<file path="src/design/ssm_pkg.sv">
package ssm_pkg;

  // sort direction of one line pass
  typedef enum logic {
    DIR_UP,
    DIR_DOWN
  } dir_t;

endpackage

</file>
<file path="src/design/ssm_cmpx.sv">
module ssm_cmpx #(
  parameter int W = 16
) (
  input  logic [W-1:0]    carry,
  input  logic [W-1:0]    data,
  input  ssm_pkg::dir_t   dir,
  output logic [W-1:0]    keep,
  output logic [W-1:0]    fwd
);
  import ssm_pkg::*;

  logic carry_gt;

  assign carry_gt = carry > data;

  // ascending bubbles the larger value forward, descending the smaller
  always_comb begin
    if ((dir == DIR_UP) == carry_gt) begin
      keep = data;
      fwd  = carry;
    end else begin
      keep = carry;
      fwd  = data;
    end
  end

endmodule

</file>
<file path="src/design/shear_sort_mesh.sv">
// channel | beat fields          | handshake
// --------+----------------------+---------------------
// input   | value                | in_valid / in_stall
// output  | sorted_value, last   | out_valid / out_stall
//
// load takes SIDE*SIDE beats, one per cycle, row-major
// sort runs clog2(SIDE)+1 phases, each a row half then a column half, SIDE-1 passes over each line in turn;
//   every line pass streams through the one grid memory port pair and one compare unit
// emit passes each beat through memory read, output register and beat offered, and waits out stalls
// in_stall is high from the last load beat until the last result beat is taken
// rst is synchronous; the grid memory is not cleared, every entry is loaded before use
module shear_sort_mesh #(
  parameter int SIDE       = 8,
  parameter int VALUE_BITS = 16
) (
  input  logic        clk,
  input  logic        rst,
  input  logic        in_valid,
  output logic        in_stall,
  input  logic [15:0] value,
  output logic        out_valid,
  input  logic        out_stall,
  output logic [15:0] sorted_value,
  output logic        last
);
  import ssm_pkg::*;

  localparam int CELLS  = SIDE * SIDE;
  localparam int AW     = $clog2(CELLS);
  localparam int LW     = $clog2(SIDE);
  localparam int SW     = $clog2(SIDE + 2);
  localparam int PHASES = $clog2(SIDE) + 1;
  localparam int PW     = $clog2(PHASES);

  typedef enum logic [2:0] {
    S_LOAD,
    S_SORT,
    S_EMIT_RD,
    S_EMIT_LD,
    S_EMIT_OUT
  } state_t;

  state_t state;

  logic [VALUE_BITS-1:0] grid [CELLS];
  logic [VALUE_BITS-1:0] rdata;

  logic [AW-1:0]         load_count;
  logic [PW-1:0]         phase_count;
  logic                  col_half;
  logic [LW-1:0]         line;
  logic [LW-1:0]         pass;
  logic [SW-1:0]         step;
  logic [VALUE_BITS-1:0] carry;

  logic [LW-1:0]         emit_row;
  logic [LW-1:0]         emit_col;
  logic [VALUE_BITS-1:0] out_word;

  logic                  we;
  logic [AW-1:0]         waddr;
  logic [VALUE_BITS-1:0] wdata;
  logic [AW-1:0]         raddr;

  logic [31:0]           in_ext;
  logic [31:0]           out_ext;
  logic [VALUE_BITS-1:0] cmp_keep;
  logic [VALUE_BITS-1:0] cmp_fwd;
  dir_t                  dir;
  logic [LW-1:0]         wpos;
  logic [LW-1:0]         snake_col;
  logic                  load_beat;
  logic                  out_beat;

  function automatic logic [AW-1:0] cell_addr(input logic col, input logic [LW-1:0] ln,
                                              input logic [LW-1:0] pos);
    logic [AW-1:0] major;
    logic [AW-1:0] minor;
    major = col ? AW'(pos) : AW'(ln);
    minor = col ? AW'(ln) : AW'(pos);
    return AW'(major * AW'(SIDE)) + minor;
  endfunction

  assign in_ext       = 32'(value);
  assign out_ext      = 32'(out_word);
  assign sorted_value = out_ext[15:0];

  assign in_stall  = (state != S_LOAD);
  assign load_beat = in_valid && !in_stall;
  assign out_beat  = out_valid && !out_stall;

  assign dir = (!col_half && line[0]) ? DIR_DOWN : DIR_UP;

  ssm_cmpx #(.W(VALUE_BITS)) u_cmpx (
    .carry (carry),
    .data  (rdata),
    .dir   (dir),
    .keep  (cmp_keep),
    .fwd   (cmp_fwd)
  );

  // write address trails the read address by two positions; the final step drops the carry at the line end
  assign wpos      = (step == SW'(SIDE + 1)) ? LW'(SIDE - 1) : LW'(step - SW'(2));
  assign snake_col = emit_row[0] ? LW'(SIDE - 1) - emit_col : emit_col;

  always_comb begin
    we    = 1'b0;
    waddr = load_count;
    wdata = in_ext[VALUE_BITS-1:0];
    raddr = cell_addr(1'b0, emit_row, snake_col);
    case (state)
      S_LOAD: begin
        we = load_beat;
      end
      S_SORT: begin
        raddr = cell_addr(col_half, line, LW'(step));
        waddr = cell_addr(col_half, line, wpos);
        if (step == SW'(SIDE + 1)) begin
          we    = 1'b1;
          wdata = carry;
        end else if (step >= SW'(2)) begin
          we    = 1'b1;
          wdata = cmp_keep;
        end
      end
      default: begin
      end
    endcase
  end

  always_ff @(posedge clk) begin
    if (we) begin
      grid[waddr] <= wdata;
    end
    rdata <= grid[raddr];
  end

  always_ff @(posedge clk) begin
    if (rst) begin
      state       <= S_LOAD;
      load_count  <= '0;
      phase_count <= '0;
      col_half    <= 1'b0;
      line        <= '0;
      pass        <= '0;
      step        <= '0;
      emit_row    <= '0;
      emit_col    <= '0;
      out_valid   <= 1'b0;
      last        <= 1'b0;
    end else begin
      case (state)
        S_LOAD: begin
          if (load_beat) begin
            if (load_count == AW'(CELLS - 1)) begin
              load_count  <= '0;
              phase_count <= '0;
              col_half    <= 1'b0;
              line        <= '0;
              pass        <= '0;
              step        <= '0;
              state       <= S_SORT;
            end else begin
              load_count <= load_count + AW'(1);
            end
          end
        end
        S_SORT: begin
          if (step == SW'(1)) begin
            carry <= rdata;
          end else if (step != SW'(0) && step != SW'(SIDE + 1)) begin
            carry <= cmp_fwd;
          end
          if (step == SW'(SIDE + 1)) begin
            step <= '0;
            if (pass == LW'(SIDE - 2)) begin
              pass <= '0;
              if (line == LW'(SIDE - 1)) begin
                line     <= '0;
                col_half <= !col_half;
                if (col_half) begin
                  if (phase_count == PW'(PHASES - 1)) begin
                    phase_count <= '0;
                    emit_row    <= '0;
                    emit_col    <= '0;
                    state       <= S_EMIT_RD;
                  end else begin
                    phase_count <= phase_count + PW'(1);
                  end
                end
              end else begin
                line <= line + LW'(1);
              end
            end else begin
              pass <= pass + LW'(1);
            end
          end else begin
            step <= step + SW'(1);
          end
        end
        S_EMIT_RD: begin
          state <= S_EMIT_LD;
        end
        S_EMIT_LD: begin
          out_word  <= rdata;
          last      <= (emit_row == LW'(SIDE - 1)) && (emit_col == LW'(SIDE - 1));
          out_valid <= 1'b1;
          state     <= S_EMIT_OUT;
        end
        S_EMIT_OUT: begin
          if (!out_stall) begin
            out_valid <= 1'b0;
            last      <= 1'b0;
            if (last) begin
              state <= S_LOAD;
            end else begin
              if (emit_col == LW'(SIDE - 1)) begin
                emit_col <= '0;
                emit_row <= emit_row + LW'(1);
              end else begin
                emit_col <= emit_col + LW'(1);
              end
              state <= S_EMIT_RD;
            end
          end
        end
        default: begin
          state <= S_LOAD;
        end
      endcase
    end
  end

  a_out_only_in_emit: assert property (@(posedge clk) disable iff (rst)
    out_valid |-> state == S_EMIT_OUT)
    else $error("result beat offered outside emit");

  a_no_overlap: assert property (@(posedge clk) disable iff (rst)
    !in_stall |-> !out_valid)
    else $error("input open while results pending");

  a_load_to_sort: assert property (@(posedge clk) disable iff (rst)
    (load_beat && load_count == AW'(CELLS - 1)) |=> (state == S_SORT && step == SW'(0)))
    else $error("sort did not start after final load beat");

  a_last_reopens: assert property (@(posedge clk) disable iff (rst)
    (out_beat && last) |=> (!in_stall && load_count == AW'(0)))
    else $error("input not reopened after last beat");

  a_step_range: assert property (@(posedge clk) disable iff (rst)
    state == S_SORT |-> step <= SW'(SIDE + 1))
    else $error("pass step out of range");

endmodule
</file>
<file path="config.mk">
export PLATFORM = sky130hd
export DESIGN_NAME = shear_sort_mesh
export DESIGN_NICKNAME = d
export VERILOG_FILES = /design/src/design/ssm_pkg.sv /design/src/design/ssm_cmpx.sv /design/src/design/shear_sort_mesh.sv
export SDC_FILE = /design/constraint.sdc
export NUM_CORES = 1
export LEC_CHECK = 0
export BUFFER_PORTS_ARGS = -buffer_cell sky130_fd_sc_hd__buf_2
export CORE_UTILIZATION = 50
export CTS_CLUSTER_DIAMETER = 100
export CTS_CLUSTER_SIZE = 30
export DETAILED_ROUTE_END_ITERATION = 10
export GPL_ROUTABILITY_DRIVEN = 0
export PLACE_DENSITY_LB_ADDON = 0.25
export SYNTH_ARGS = -nofsm -noshare
export SYNTH_HDL_FRONTEND = slang
export SYNTH_SLANG_ARGS = --single-unit
</file>
<file path="constraint.sdc">
create_clock -name clk -period 14.7 [get_ports clk]
set_input_delay 2.205 -clock clk [delete_from_list [all_inputs] [get_ports clk]]
set_output_delay 2.205 -clock clk [all_outputs]
set_load 0.05 [all_outputs]
</file>
# ---- After elaboration in Yosys (flattened, before gate mapping)
# Memory sizes are Yosys's and may differ from the RTL's. A register that Yosys moved wholly into a read port is not among the register bits.
# Cells that the tools add are included.
dict set report totals {
  regBits 62
  ramBits 1024
  input_bits 20
  word_cells 155
  memories 1
}
# memory words width read_ports rd_clocked_by_memory_dff write_ports line_no
set memory_table {}
lappend memory_table {grid 64 16 1 1 1 shear_sort_mesh.sv:45} ;# logic [VALUE_BITS-1:0] grid [CELLS];
dict set report classes {
  addsub 12
  magnitude_cmp 2
  n_eq_ne 25
  muxes 75
  bitwise 2
  n_reduce_logical 25
}
# operator n
set op_table {}
lappend op_table {{$mux W16} 7}
lappend op_table {{$mux W3} 32}
lappend op_table {{$pmux W3 S2} 4}
lappend op_table {{$ne A2 B2 Y1 const B} 11}
lappend op_table {{$add A6 B3 Y6} 3}
lappend op_table {{$mux W6} 3}
lappend op_table {{$gt A16 B16 Y1} 1}
lappend op_table {{$mux W2} 8}
lappend op_table {{$reduce_and A8 Y1} 2}
lappend op_table {{$eq A3 B3 Y1 const B} 5}
lappend op_table {{$pmux W3 S5} 1}
lappend op_table {{$add A3 B1 Y3 const B} 4}
lappend op_table {{$mux W4} 3}
lappend op_table {{$mux W1} 11}
lappend op_table {{$reduce_and A9 Y1} 1}
lappend op_table {{$pmux W1 S2} 4}
lappend op_table {{$pmux W4 S2} 1}
lappend op_table {{$reduce_and A4 Y1} 2}
lappend op_table {{$reduce_bool A2 Y1} 4}
lappend op_table {{$reduce_and A7 Y1} 1}
lappend op_table {{$add A6 B1 Y6 const B} 1}
lappend op_table {{$eq A3 B2 Y1 const B} 2}
lappend op_table {{$eq A6 B6 Y1 const B} 1}
lappend op_table {{$reduce_and A2 Y1} 3}
lappend op_table {{other kinds (21)} 26}

# ---- Logic depth before layout (Yosys ltp)
dict set report logic_depth {
  depth_word 9
  ltp_mapped 12
}

# ---- Hierarchy
# Synthesis repeated with hierarchy kept, for this count alone.
dict set report hier_totals {
  cells_unflattened 3516
  hier_area_um2 44461.4
}
# mod instances cells_per_inst area_per_inst_um2 seq_area_each_um2
set modules_own_cells {}
lappend modules_own_cells {shear_sort_mesh 1 3382 43390.4 32631.3}
lappend modules_own_cells {ssm_cmpx 1 134 1071.0 0.0}

# ---- Worst setup path before layout
# Ideal clock, no wire load.
dict set report synth_path {
  path_kind {input to register}
  from {input port value[14]}
  to {memory grid[0][14] (data pin)}
  t_arrival_ns 4.921
  required_ns 13.962
  slack_ns 9.041
  cell_stages 2
  path_buffers 0
  path_cell_list {nor2_1 > a221oi_1}
}
dict set report synth_via {
  elab_chain_len 3
}
# item line_no
set synth_rtl {}
lappend synth_rtl {{from (decl)} shear_sort_mesh.sv:20} ;# input logic [15:0] value,
lappend synth_rtl {{$mux W16} shear_sort_mesh.sv:121} ;# end else if (step >= SW'(2)) begin
lappend synth_rtl {{$mux W16} shear_sort_mesh.sv:118} ;# if (step == SW'(SIDE + 1)) begin
lappend synth_rtl {{$mux W16 (*)} shear_sort_mesh.sv:111} ;# case (state)
lappend synth_rtl {{net wdata[14]} shear_sort_mesh.sv:62} ;# logic [VALUE_BITS-1:0] wdata;
lappend synth_rtl {{to (decl)} shear_sort_mesh.sv:45}
# Mark *: on every way through the listed nets, which the timed path passes. The rest lies on a longest branch.

# ---- Final worst setup path
dict set report layout_path {
  from {register state[0]}
  to {register rdata[1] (read register of grid)}
}
dict set report layout_via {
  elab_chain_len 2
}
# item line_no
set layout_rtl {}
lappend layout_rtl {{from (decl)} shear_sort_mesh.sv:43} ;# state_t state;
lappend layout_rtl {{from (signal assigned)} shear_sort_mesh.sv:140} ;# state <= S_LOAD;
lappend layout_rtl {{from (signal assigned)} shear_sort_mesh.sv:162} ;# state <= S_SORT;
lappend layout_rtl {{from (signal assigned)} shear_sort_mesh.sv:186} ;# state <= S_EMIT_RD;
lappend layout_rtl {{$eq A3 B1 Y1} shear_sort_mesh.sv:111}
lappend layout_rtl {{$mux W6} shear_sort_mesh.sv:111}
lappend layout_rtl {{to (decl)} shear_sort_mesh.sv:46} ;# logic [VALUE_BITS-1:0] rdata;
# No other way between the ends.
# A chain may end at the register's enable or synchronous reset.

==> run_results.csv <==
group,metric,value,unit
synthesis,synth_top_area_share,72.2,%
synthesis,synthSimpleGateAreaFrac,2.43,%
drt,drcViolationCount,0,
finish,nets,2204,
synthesis,ys_async_sr_fraction,0,%
placement,portBuffers,38,
sta,slew_violations,0,
finish,final_cells,3336,
sta,rsz0062_at_grt,"no",
synthesis,synth_compound_area_share,1.33,%
finish,fin_util,53.8,%
drt,drt_iter0_markers,2387,
sta,hold_viol_final,0,
die,die_y,298,um
clocking,cts.sinks,1102,
synthesis,synthesis.area,43900,um^2
clocking,clk_pin_slew,0.11,ns
sta,fin_crit_sh,36.6,%
sta,setup_slack,9.33,ns
die,die-area,89000,um^2
grt,antenna_found_initial,2,
drt,drtAntennaViolNets,0,
clocking,clockBufferDepth,3,
drt,totalWireLength,96500,um
status,status,"finished, final reports clean",
worst_setup_path,crit_fanout,142,
sta,setup_tns,0,ns
clocking,holdBufCountCts,0,
synthesis,synth_top_flop_cell,"edfxtp_1",
synthesis,yosysTopAreaCell,"edfxtp_1",
synthesis,ys_ff_latch,1102,
synthesis,syn_inst,2079,
drt,firstDrtPassIters,6,
synthesis,avgSynthCellArea,21.1,um^2
clocking,ctsResizeCount,0,
finish,synthToLayoutAreaGrowth,6.48,%
die,io_pins,39,
die,initial_core_util,50.5,%
sta,clock_skew,0.0464,ns
sta,setup_viol_count_final,0,
finish,drive_gt1_share,21.1,%
clocking,cts_tree,"built",
synthesis,synth_xor_area_share,0.239,%
drt,post_drt_via_cell_ratio,6.16,
sta,max_freq,186,MHz
finish,final_area,46700,um^2
worst_setup_path,cp.required,15.21,ns
finish,mostFrequentLayoutCells,"1056 x edfxtp_1, 247 x mux4_2, 246 x mux2i_1",
synthesis,yosys_warnings,0,
clocking,cts_post_setup_buffers_inserted,0,
synthesis,synth_edf_count,1056,
placement,post-place-ws,9.37,ns
grt,grt_usage,21.9,%
drt,vias,20600,
sta,fin_hold_ws,0.499,ns
sta,tightest_slew,1.13,ns
clocking,clkLatencyLatePin,0.64,ns
worst_hold_path,min_path_type,"reg -> reg",
clocking,numCtsBuffers,43,
die,die_w,298,um
clocking,cts_root_buf,"clkbuf_16",
finish,layout_commonest_cell,"edfxtp_1",
synthesis,synth_cell_types,54,
grt,grt_pass1_wl,142000,um
grt,gr-total-overflow,0,
power_and_ir_drop,p_per_area,124,nW/um^2
synthesis,synthMuxAreaShare,18.8,%
synthesis,ys_seq_area_share,74.3,%
worst_setup_path,end_kind,"flip-flop",
job,maxCapViolCount,0,
placement,placed_area,45500,um^2
placement,post-place-cells,3269,
worst_setup_path,arrival,5.88,ns
placement,hpwl,56200,um
drt,wl_per_cell,28.9,um
synthesis,synth_nets,2124,
synthesis,synth_fa_ha_area_share,0.713,%
die,rows,108,
power_and_ir_drop,max-vdd-ir-drop,69.4,uV
clocking,ctsHtreeMaxLevel,2,
sta,period_needed,5.37,ns
power_and_ir_drop,power,5.82,mW
sta,max_slew_margin,24.5,%
grt,grt_start_max_net_pins,143,
synthesis,synth_area_leaders,"edfxtp_1 72%, mux4_2 13%, mux2i_1 5.6%, dfxtp_1 2.1%, nor2_1 0.91%",
power_and_ir_drop,p_leak,15.2,nW
finish,fill_cells,6546,
synthesis,synth_top_family_by_area,"multiplexers",
die,core,86900,um^2
grt,grt_pass1_vias,20500,
worst_setup_path,worstSetupStartpointType,"flip-flop",
worst_setup_path,path_class,"reg -> reg",
[cells in the mapped netlist (2+ instances only)]
| cell type | number |
|---|---|
| xor2_1 | 8 |
| a221o_1 | 15 |
| buf_6 | 19 |
| dfxtp_1 | 46 |
| clkbuf_4 | 4 |
| nand4_1 | 12 |
| nand2_1 | 37 |
| xnor2_1 | 4 |
| or3_1 | 5 |
| o21a_1 | 2 |
| ha_1 | 25 |
| a22oi_1 | 3 |
| buf_4 | 14 |
| nor3_1 | 12 |
| a21oi_2 | 2 |
| inv_1 | 20 |
| clkbuf_1 | 13 |
| nor2_1 | 106 |
| mux4_1 | 9 |
| buf_12 | 11 |
| a21oi_1 | 35 |
| mux2i_1 | 246 |
| buf_8 | 2 |
| a21o_1 | 5 |
| and2_1 | 15 |
| a211oi_1 | 4 |
| nor2b_1 | 3 |
| buf_2 | 38 |
| nand3b_1 | 2 |
| edfxtp_1 | 1056 |
| nand3_1 | 19 |
| nand2b_1 | 6 |
| o21ai_0 | 8 |
| o21ai_1 | 4 |
| mux4_2 | 247 |
| nor4_1 | 4 |
[critical path: stages, from the launching register on]
cell and delay (ns):
dfxtp_1 0.52, or3b_1 0.80, a21boi_4 0.30, buf_12 0.57, buf_4 0.71, buf_4 0.58, mux4_2 0.39, mux2i_1 0.17
mux2i_1 0.21, mux2i_1 0.50, mux2i_1 0.14
[layout make-up]
type | count | area (um^2) | share of cell area, %
Sequential cell | 1102 | 32600 | 69.8
Multi-Input combinational cell | 854 | 10400 | 22.3
Tap cell | 1155 | 1450 | 3.09
Clock buffer | 61 | 1150 | 2.47
Timing Repair Buffer | 138 | 966 | 2.07
Inverter | 20 | 75.1 | 0.161
Clock inverter | 5 | 53.8 | 0.115
Antenna cell | 1 | 2.50 | 0.00535
[sequential cells by signal (all words and copies together) (netlist names)]
name	flops
line	3
phase_count	2
emit_row	3
out_valid	1
rdata	16
emit_col	3
last	1
load_count	6
carry	16
col_half	1
state	3
pass	3
sorted_value	16
grid	1024
step	4
[path summary, 6_finish.rpt]
check,depth (start not counted),slack (ns),from,to
max,10,9.33,state[0],rdata[1]
min,2,0.50,out_valid,out_valid
max reg2reg,10,9.33,state[0],rdata[1]
min reg2reg,2,0.50,out_valid,out_valid
[report_power, final]
group          switching (mW)  internal [mW]  total [mW]
sequential             0.0533           3.50        3.55
clock                   0.897          0.562        1.46
combinational           0.475          0.330       0.805
total                    1.43           4.39        5.82
[logic make-up (layout without fill, tap and decap cells)]
logic type               after synthesis  after routing
buffers and inverters                123            224
adder cells (fa/ha/maj)               25             25
other                                  0              1
AND/OR/NAND/NOR                      229            229
flip-flops                          1102           1102
multiplexers                         502            502
XOR/XNOR                              12             12
AO/OA/AOI/OAI                         86             86
[routing by layer]
layer	wire [um]	up-vias	track usage, %
met5	0	-	0
met4	1730	0	4.19
met3	6620	86	2.52
met2	46500	776	35.0
met1	41600	11000	32.9
li1	-	8676	-
Power figures use the tool's default switching activity.
